[src/design/naf_rcd_pkg.sv]
`timescale 1ns / 1ps

package naf_rcd_pkg;

	localparam int LIMB_W = 64;
	localparam int POS_W  = 6;
	// limb position, wide enough for the largest supported scalar (64 limbs)
	localparam int IDX_W  = 6;
	localparam int CNT_W  = 11;
	// digit count before it is cut to the port width: (64 limbs) * 64 + 1 fits
	localparam int CALC_W = 13;

	typedef struct packed {
		logic [LIMB_W-1:0] nz;
		logic [LIMB_W-1:0] neg;
		logic              last;
		logic              top;
		logic [IDX_W-1:0]  idx;
	} naf_rcd_dig_t;

	// position of the highest set bit, halving the search window each step
	function automatic logic [POS_W-1:0] msb_pos(input logic [LIMB_W-1:0] x);
		logic [LIMB_W-1:0] v;
		logic [POS_W-1:0]  p;
		v = x;
		p = '0;
		for (int k = POS_W - 1; k >= 0; k--) begin
			if ((v >> (1 << k)) != '0) begin
				p[k] = 1'b1;
				v    = v >> (1 << k);
			end
		end
		return p;
	endfunction

endpackage

[src/design/naf_rcd_limb.sv]
`timescale 1ns / 1ps

module naf_rcd_limb #(
	parameter int NUM_LIMBS = 16
) (
	input  logic                        clk,
	input  logic                        arst_n,
	input  logic                        in_valid,
	output logic                        in_ready,
	input  logic [63:0]                 limb,
	input  logic                        final_limb,
	output logic                        dig_valid_s1,
	output naf_rcd_pkg::naf_rcd_dig_t   dig_s1,
	input  logic                        dig_ready
);
	import naf_rcd_pkg::*;

	localparam int IW = (NUM_LIMBS > 1) ? $clog2(NUM_LIMBS) : 1;

	logic [LIMB_W-1:0] held_q;
	logic              held_v_q;
	logic              pend_q;
	logic              carry_q;
	logic [IW-1:0]     idx_q;

	logic              s1_en;
	logic              acc;
	logic              fire;
	logic              nb;
	logic [LIMB_W-1:0] half;
	logic [LIMB_W:0]   sum;
	logic [LIMB_W-1:0] s;

	assign s1_en    = !dig_valid_s1 || dig_ready;
	// a pending final limb owns the adder until its digits are registered
	assign in_ready = !pend_q && s1_en;
	assign acc      = in_valid && in_ready;
	assign fire     = s1_en && (pend_q || (acc && held_v_q));

	// the limb above the final one is taken as zero
	assign nb   = pend_q ? 1'b0 : limb[0];
	assign half = {nb, held_q[LIMB_W-1:1]};
	assign sum  = {1'b0, held_q} + {1'b0, half} + (LIMB_W+1)'(carry_q);
	assign s    = sum[LIMB_W-1:0];

	always_ff @(posedge clk or negedge arst_n) begin
		if (!arst_n) begin
			held_v_q     <= 1'b0;
			pend_q       <= 1'b0;
			carry_q      <= 1'b0;
			idx_q        <= '0;
			dig_valid_s1 <= 1'b0;
		end else begin
			if (s1_en) begin
				dig_valid_s1 <= fire;
			end
			if (fire) begin
				if (pend_q) begin
					held_v_q <= 1'b0;
					pend_q   <= 1'b0;
					carry_q  <= 1'b0;
					idx_q    <= '0;
				end else begin
					carry_q <= sum[LIMB_W];
					if (idx_q != IW'(NUM_LIMBS - 1)) begin
						idx_q <= idx_q + 1'b1;
					end
				end
			end
			if (acc) begin
				held_v_q <= 1'b1;
				pend_q   <= final_limb;
			end
		end
	end

	always_ff @(posedge clk) begin
		if (acc) begin
			held_q <= limb;
		end
		if (fire) begin
			dig_s1.nz   <= s ^ half;
			dig_s1.neg  <= half & ~s;
			dig_s1.last <= pend_q;
			dig_s1.top  <= pend_q && sum[LIMB_W];
			dig_s1.idx  <= IDX_W'(idx_q);
		end
	end

endmodule

[src/design/naf_rcd_count.sv]
`timescale 1ns / 1ps

module naf_rcd_count (
	input  logic                        clk,
	input  logic                        arst_n,
	input  logic                        dig_valid_s1,
	input  naf_rcd_pkg::naf_rcd_dig_t   dig_s1,
	output logic                        dig_ready,
	output logic                        out_valid,
	input  logic                        out_ready,
	output logic [63:0]                 nonzero_mask,
	output logic [63:0]                 negative_mask,
	output logic                        top_digit,
	output logic [10:0]                 digit_count,
	output logic                        end_of_scalar
);
	import naf_rcd_pkg::*;

	logic [CALC_W-1:0] highest_q;
	logic [CALC_W-1:0] cnt_nz;
	logic [CALC_W-1:0] cnt_top;
	logic [CALC_W-1:0] hd_new;
	logic              s2_en;
	logic              mv;

	assign s2_en     = !out_valid || out_ready;
	assign dig_ready = s2_en;
	assign mv        = dig_valid_s1 && s2_en;

	// idx * 64 + pos + 1, and (idx + 1) * 64 + 1 for the carry digit
	assign cnt_nz  = CALC_W'({dig_s1.idx, msb_pos(dig_s1.nz)}) + CALC_W'(1);
	assign cnt_top = CALC_W'({dig_s1.idx, {POS_W{1'b0}}}) + CALC_W'(65);

	always_comb begin
		if (dig_s1.top) begin
			hd_new = cnt_top;
		end else if (dig_s1.nz != '0) begin
			hd_new = cnt_nz;
		end else begin
			hd_new = highest_q;
		end
	end

	always_ff @(posedge clk or negedge arst_n) begin
		if (!arst_n) begin
			highest_q <= '0;
			out_valid <= 1'b0;
		end else begin
			if (s2_en) begin
				out_valid <= dig_valid_s1;
			end
			if (mv) begin
				highest_q <= dig_s1.last ? '0 : hd_new;
			end
		end
	end

	always_ff @(posedge clk) begin
		if (mv) begin
			nonzero_mask  <= dig_s1.nz;
			negative_mask <= dig_s1.neg;
			top_digit     <= dig_s1.top;
			digit_count   <= dig_s1.last ? CNT_W'(hd_new) : '0;
			end_of_scalar <= dig_s1.last;
		end
	end

endmodule

[src/design/naf_scalar_recoder_core.sv]
`timescale 1ns / 1ps
// Order: a limb's result enters the digit register once the request carrying the next limb
// is accepted, the final limb's once it has held the adder; the output register follows.
// Throughput: one limb request per cycle while the output is not stalled; after a scalar's
// final limb no request is taken while that limb holds the shared 64-bit adder.
// Reset: arst_n clears the held-limb flags, carry, limb index, digit count and valids.

module naf_scalar_recoder_core #(
	parameter int NUM_LIMBS = 16
) (
	input  logic        clk,
	input  logic        arst_n,
	input  logic        in_valid,
	output logic        in_ready,
	input  logic [63:0] limb,
	input  logic        final_limb,
	output logic        out_valid,
	input  logic        out_ready,
	output logic [63:0] nonzero_mask,
	output logic [63:0] negative_mask,
	output logic        top_digit,
	output logic [10:0] digit_count,
	output logic        end_of_scalar
);
	import naf_rcd_pkg::*;

	// Digit stage: each request's limb is held until the next one arrives, since
	// the top digit of a limb depends on the low bit of its successor. The held
	// limb is recoded as held + (held >> 1) plus the running carry; the digit masks
	// fall out of an XOR and an AND-NOT against the shifted copy.
	logic         dig_valid_s1;
	naf_rcd_dig_t dig_s1;
	logic         dig_ready;

	naf_rcd_limb #(
		.NUM_LIMBS (NUM_LIMBS)
	) u_limb (
		.clk          (clk),
		.arst_n       (arst_n),
		.in_valid     (in_valid),
		.in_ready     (in_ready),
		.limb         (limb),
		.final_limb   (final_limb),
		.dig_valid_s1 (dig_valid_s1),
		.dig_s1       (dig_s1),
		.dig_ready    (dig_ready)
	);

	// Count stage: find the highest nonzero digit of each limb, track the running
	// digit count, and drive the output register. A stalled output does not stall
	// the digit stage until its own register is also full.
	naf_rcd_count u_count (
		.clk           (clk),
		.arst_n        (arst_n),
		.dig_valid_s1  (dig_valid_s1),
		.dig_s1        (dig_s1),
		.dig_ready     (dig_ready),
		.out_valid     (out_valid),
		.out_ready     (out_ready),
		.nonzero_mask  (nonzero_mask),
		.negative_mask (negative_mask),
		.top_digit     (top_digit),
		.digit_count   (digit_count),
		.end_of_scalar (end_of_scalar)
	);

`ifndef SYNTH
	// the cycle after a final limb is taken, the adder is busy with it
	assert property (@(posedge clk) disable iff (!arst_n)
		in_valid && in_ready && final_limb |=> !in_ready)
	else $error("request accepted while final limb pending");

	// count and carry digit are reported on the final result only
	assert property (@(posedge clk) disable iff (!arst_n)
		out_valid && !end_of_scalar |-> digit_count == '0 && top_digit == 1'b0)
	else $error("count or top digit on a non-final result");

	// a set carry digit means the count lands just past a limb boundary
	assert property (@(posedge clk) disable iff (!arst_n)
		out_valid && top_digit |-> digit_count[5:0] == 6'd1)
	else $error("top digit with misplaced digit count");
`endif

endmodule

[config.mk]
export PLATFORM = sky130hd
export DESIGN_NAME = naf_scalar_recoder_core
export DESIGN_NICKNAME = d
export VERILOG_FILES = /design/src/design/naf_rcd_pkg.sv /design/src/design/naf_rcd_limb.sv /design/src/design/naf_rcd_count.sv /design/src/design/naf_scalar_recoder_core.sv
export SDC_FILE = /design/constraint.sdc
export NUM_CORES = 1
export LEC_CHECK = 0
export ABC_CLOCK_PERIOD_IN_PS = 7300
export BUFFER_PORTS_ARGS = -buffer_cell sky130_fd_sc_hd__buf_2
export CORE_MARGIN = 2
export CORE_UTILIZATION = 31
export DETAILED_ROUTE_END_ITERATION = 10
export PLACE_DENSITY_LB_ADDON = 0.25
export SLEW_MARGIN = 30
export SYNTH_ARGS = -nofsm -noshare
export SYNTH_HDL_FRONTEND = slang
export SYNTH_SLANG_ARGS = --single-unit
[constraint.sdc]
create_clock -name clk -period 7.3 [get_ports clk]
set_input_delay 0.365 -clock clk [delete_from_list [all_inputs] [get_ports clk]]
set_output_delay 0.365 -clock clk [all_outputs]
set_load 0.01 [all_outputs]
==> impl_metrics.py <==
metrics = {
    "run_status": {
        "run_status": "completed",
    },
    "cells_and_area": {
        "layout_common_cells": "edfxtp_1 (339), buf_2 (211), ha_1 (130)",
        "seq_area_um2": 10700,
        "antenna-diode-count": 0,
        "multi_input_area_um2": 5710,
        "area.growth.synth_to_final_pct": 23.2,
        "final_common_cell": "edfxtp_1",
        "final_nets": 1744,
        "fillers": 5130,
        "layout-drive-gt1-share_pct": 19.7,
    },
    "power": {
        "ir_drop_mv": 0.183,
        "p_total_w": 0.00815,
        "p_leak_nw": 8.36,
        "p_per_area_nw_per_um2": 393,
    },
    "sta": {
        "fin_crit_ns": 4.22,
        "skew_ns": 0.0244,
        "tightest_slew_ns": 0.840,
        "setup_viol": 0,
        "relSlewSlack_pct": 44.0,
        "final_hold_viol_count": 0,
        "rsz0062_at_grt": "false",
        "clock.fmax_mhz": 237,
        "setup_tns_ns": 0,
        "finalMaxSlewViolations": 0,
        "fin_crit_sh_pct": 57.8,
    },
    "detailed_routing": {
        "vias": 11114,
        "remaining_drc_errors": 0,
        "drt-wirelength-per-cell_um": 20.0,
        "antenna_left": 0,
        "drt_pass1_iterations": 5,
        "viasPerCell": 4.90,
        "drt_wl_total_um": 45400,
        "drtIter0Drc": 737,
    },
    "placed_design": {
        "dpl.hpwl_um": 34000,
        "gp_congestion": 0.872,
        "port_buffers": 211,
    },
    "cts": {
        "clock-sinks": 359,
        "cts_root_buffer": "clkbuf_16",
        "cts.repair.resized": 0,
        "clock_latency_ns": 0.57,
        "cts.clk_slew.worst_paths_ns": 0.06,
        "cts_setup_buffers": 0,
        "htree_levels": 2,
        "clockBufferDepth": 3,
        "tritoncts": "yes",
        "cts_buffers": 41,
        "hold_buffers": 64,
    },
    "global_route": {
        "antenna_found_initial": 2,
        "grt_overflow_total": 0,
        "grt_pass1_vias": 11135,
        "grt_max_degree": 114,
        "grt_usage_pct": 16.1,
        "grt_pass1_wl_um": 68200,
    },
    "synth": {
        "syn_nets": 1442,
        "synth_edf_count": 339,
        "syn_avg_cell_area_um2": 13.6,
        "ys_types": 83,
        "ys_seq_area_share_pct": 63.4,
        "synth_cells": 1241,
        "ys_seq_elements": 359,
        "async_flop_share_pct": 5.57,
        "synth_area_um2": 16800,
        "ys_warn_count": 0,
        "ys.flop_type": "edfxtp_1",
    },
    "critical_path": {
        "end_kind": "register",
        "ff2ff_setup_slack_ns": 3.08,
        "worstSetupStartpoint": "u_limb.held_q[1]$_DFFE_PP_",
        "cp_num_buf_inv": 2,
        "slowest_delay_ns": 0.45,
        "cp_top_family": "compound AO/OA/AOI/OAI gates",
        "crit_type": "register to register",
        "cp-start-kind": "register",
        "crit_slowest_cell": "edfxtp_1",
        "required_ns": 7.61,
        "worst_ep_arrival_time_ns": 4.54,
        "critPathMaxFanout": 4,
        "crit_path_cell_trace": "fa_1 -> inv_1 -> fa_1 -> nor2b_1 -> o2111ai_1 -> nand3_1 -> a211oi_1 -> nor2_1 -> a31o_4 -> a211o_1 -> a21oi_1 -> o21ai_0 -> xnor2_1 -> ha_1 -> inv_1",
        "r2r_start": "u_limb.held_q[1]$_DFFE_PP_",
    },
    "worst_hold_path": {
        "hold_path_startpoint": "limb[0]",
        "hold_path.class": "input pin to register",
    },
    "floorplan": {
        "core_area_um2": 53700,
        "rows": 85,
        "initial_core_util_pct": 31.4,
        "num_io_pins": 212,
        "die_w_um": 237,
        "design.die.area_um2": 56200,
        "fp.dieH_um": 237,
    },
    "run": {
        "drv_cap": 0,
    },
}
power breakdown:
| part | internal, W | total, W | switching [W] |
|---|---|---|---|
| clock | 0.00125 | 0.00208 | 0.000824 |
| sequential | 0.00326 | 0.00379 | 0.000532 |
| combinational | 0.000871 | 0.00228 | 0.00141 |
through the flow:
stage	hold slack (ns)	instances	setup slack, ns	area, um^2	util (%)
global placement	0.372	2132	3.01	18700	34.9
detailed placement	0.376	2132	3.04	18700	34.9
finish	0.0728	2269	3.08	20700	38.6
floorplan	0.0694	1241	0.439	16800	-
CTS	0.0463	2269	3.03	20700	38.6
global route	0.0420	2269	2.62	20700	38.6
flip-flops by register name, summed over array words and instances (netlist names):
name and count:
u_limb.carry_q 1, u_count.out_valid 1, u_count.digit_count 11, u_count.end_of_scalar 1
u_count.negative_mask 64, u_limb.held_q 64, u_limb.dig_valid_s1 1, u_limb.pend_q 1
u_limb.idx_q 4, u_count.top_digit 1, u_limb.held_v_q 1, u_count.highest_q 11
u_limb.dig_s1 134, u_count.nonzero_mask 64
final cells by class:
class / count / area share (%)
well taps: 696 / 4.20
flip-flops and latches: 359 / 51.5
inverters: 99 / 1.83
clock inverters: 23 / 1.24
multi-input cells: 764 / 27.6
repair buffers: 278 / 8.35
clock buffers: 50 / 5.32
Yosys cell counts (8+ instances only):
library cell | number | area [um^2]
xnor2_1 | 25 | 219
and3_1 | 10 | 62.6
nor4_1 | 13 | 81.3
a21o_1 | 35 | 263
inv_1 | 99 | 372
ha_1 | 130 | 1630
o31ai_1 | 10 | 75.1
nand2b_1 | 13 | 81.3
or3_1 | 8 | 50.1
xor2_1 | 35 | 307
edfxtp_1 | 339 | 10200
a31oi_1 | 9 | 56.3
a21oi_1 | 88 | 440
o21bai_1 | 13 | 97.6
o21a_1 | 9 | 67.6
o21ai_0 | 44 | 220
nor2_1 | 60 | 225
nand2_1 | 67 | 251
o21ai_1 | 8 | 40.0
dfrtp_1 | 20 | 500
a211oi_1 | 8 | 60.1
nand4_1 | 12 | 75.1
nand3_1 | 21 | 105
clkbuf_1 | 15 | 56.3
a211o_1 | 10 | 87.6
nor3_1 | 22 | 110
logic make-up (layout without fill, tap and decap cells):
group | Yosys count | after routing | share of synthesized area, %
AO/OA/AOI/OAI | 306 | 306 | 12.5
XOR/XNOR | 60 | 60 | 3.12
adder cells (fa/ha/maj) | 132 | 132 | 9.90
buffers and inverters | 118 | 450 | 2.68
flip-flops | 359 | 359 | 63.4
AND/OR/NAND/NOR | 266 | 266 | 8.37
final timing paths:
path,cells after the start,endpoint
setup / recovery,15,u_limb.dig_s1[132]$_DFFE_PP_
hold / removal,1,u_limb.held_q[0]$_DFFE_PP_
setup reg to reg,15,u_limb.dig_s1[132]$_DFFE_PP_
hold reg to reg,0,u_count.negative_mask[30]$_DFFE_PP_
max in group asynchronous,2,u_limb.idx_q[3]$_DFFE_PN0P_
min in group asynchronous,2,u_count.highest_q[3]$_DFFE_PN0P_
metal layers:
metal	vias up	GRT usage [%]	wire, um
met5	-	0	0
met4	0	4.54	979
met3	61	3.03	2480
met2	317	26.9	22000
met1	5380	21.5	20000
li1	5356	-	-
Power figures use the tool's default switching activity.
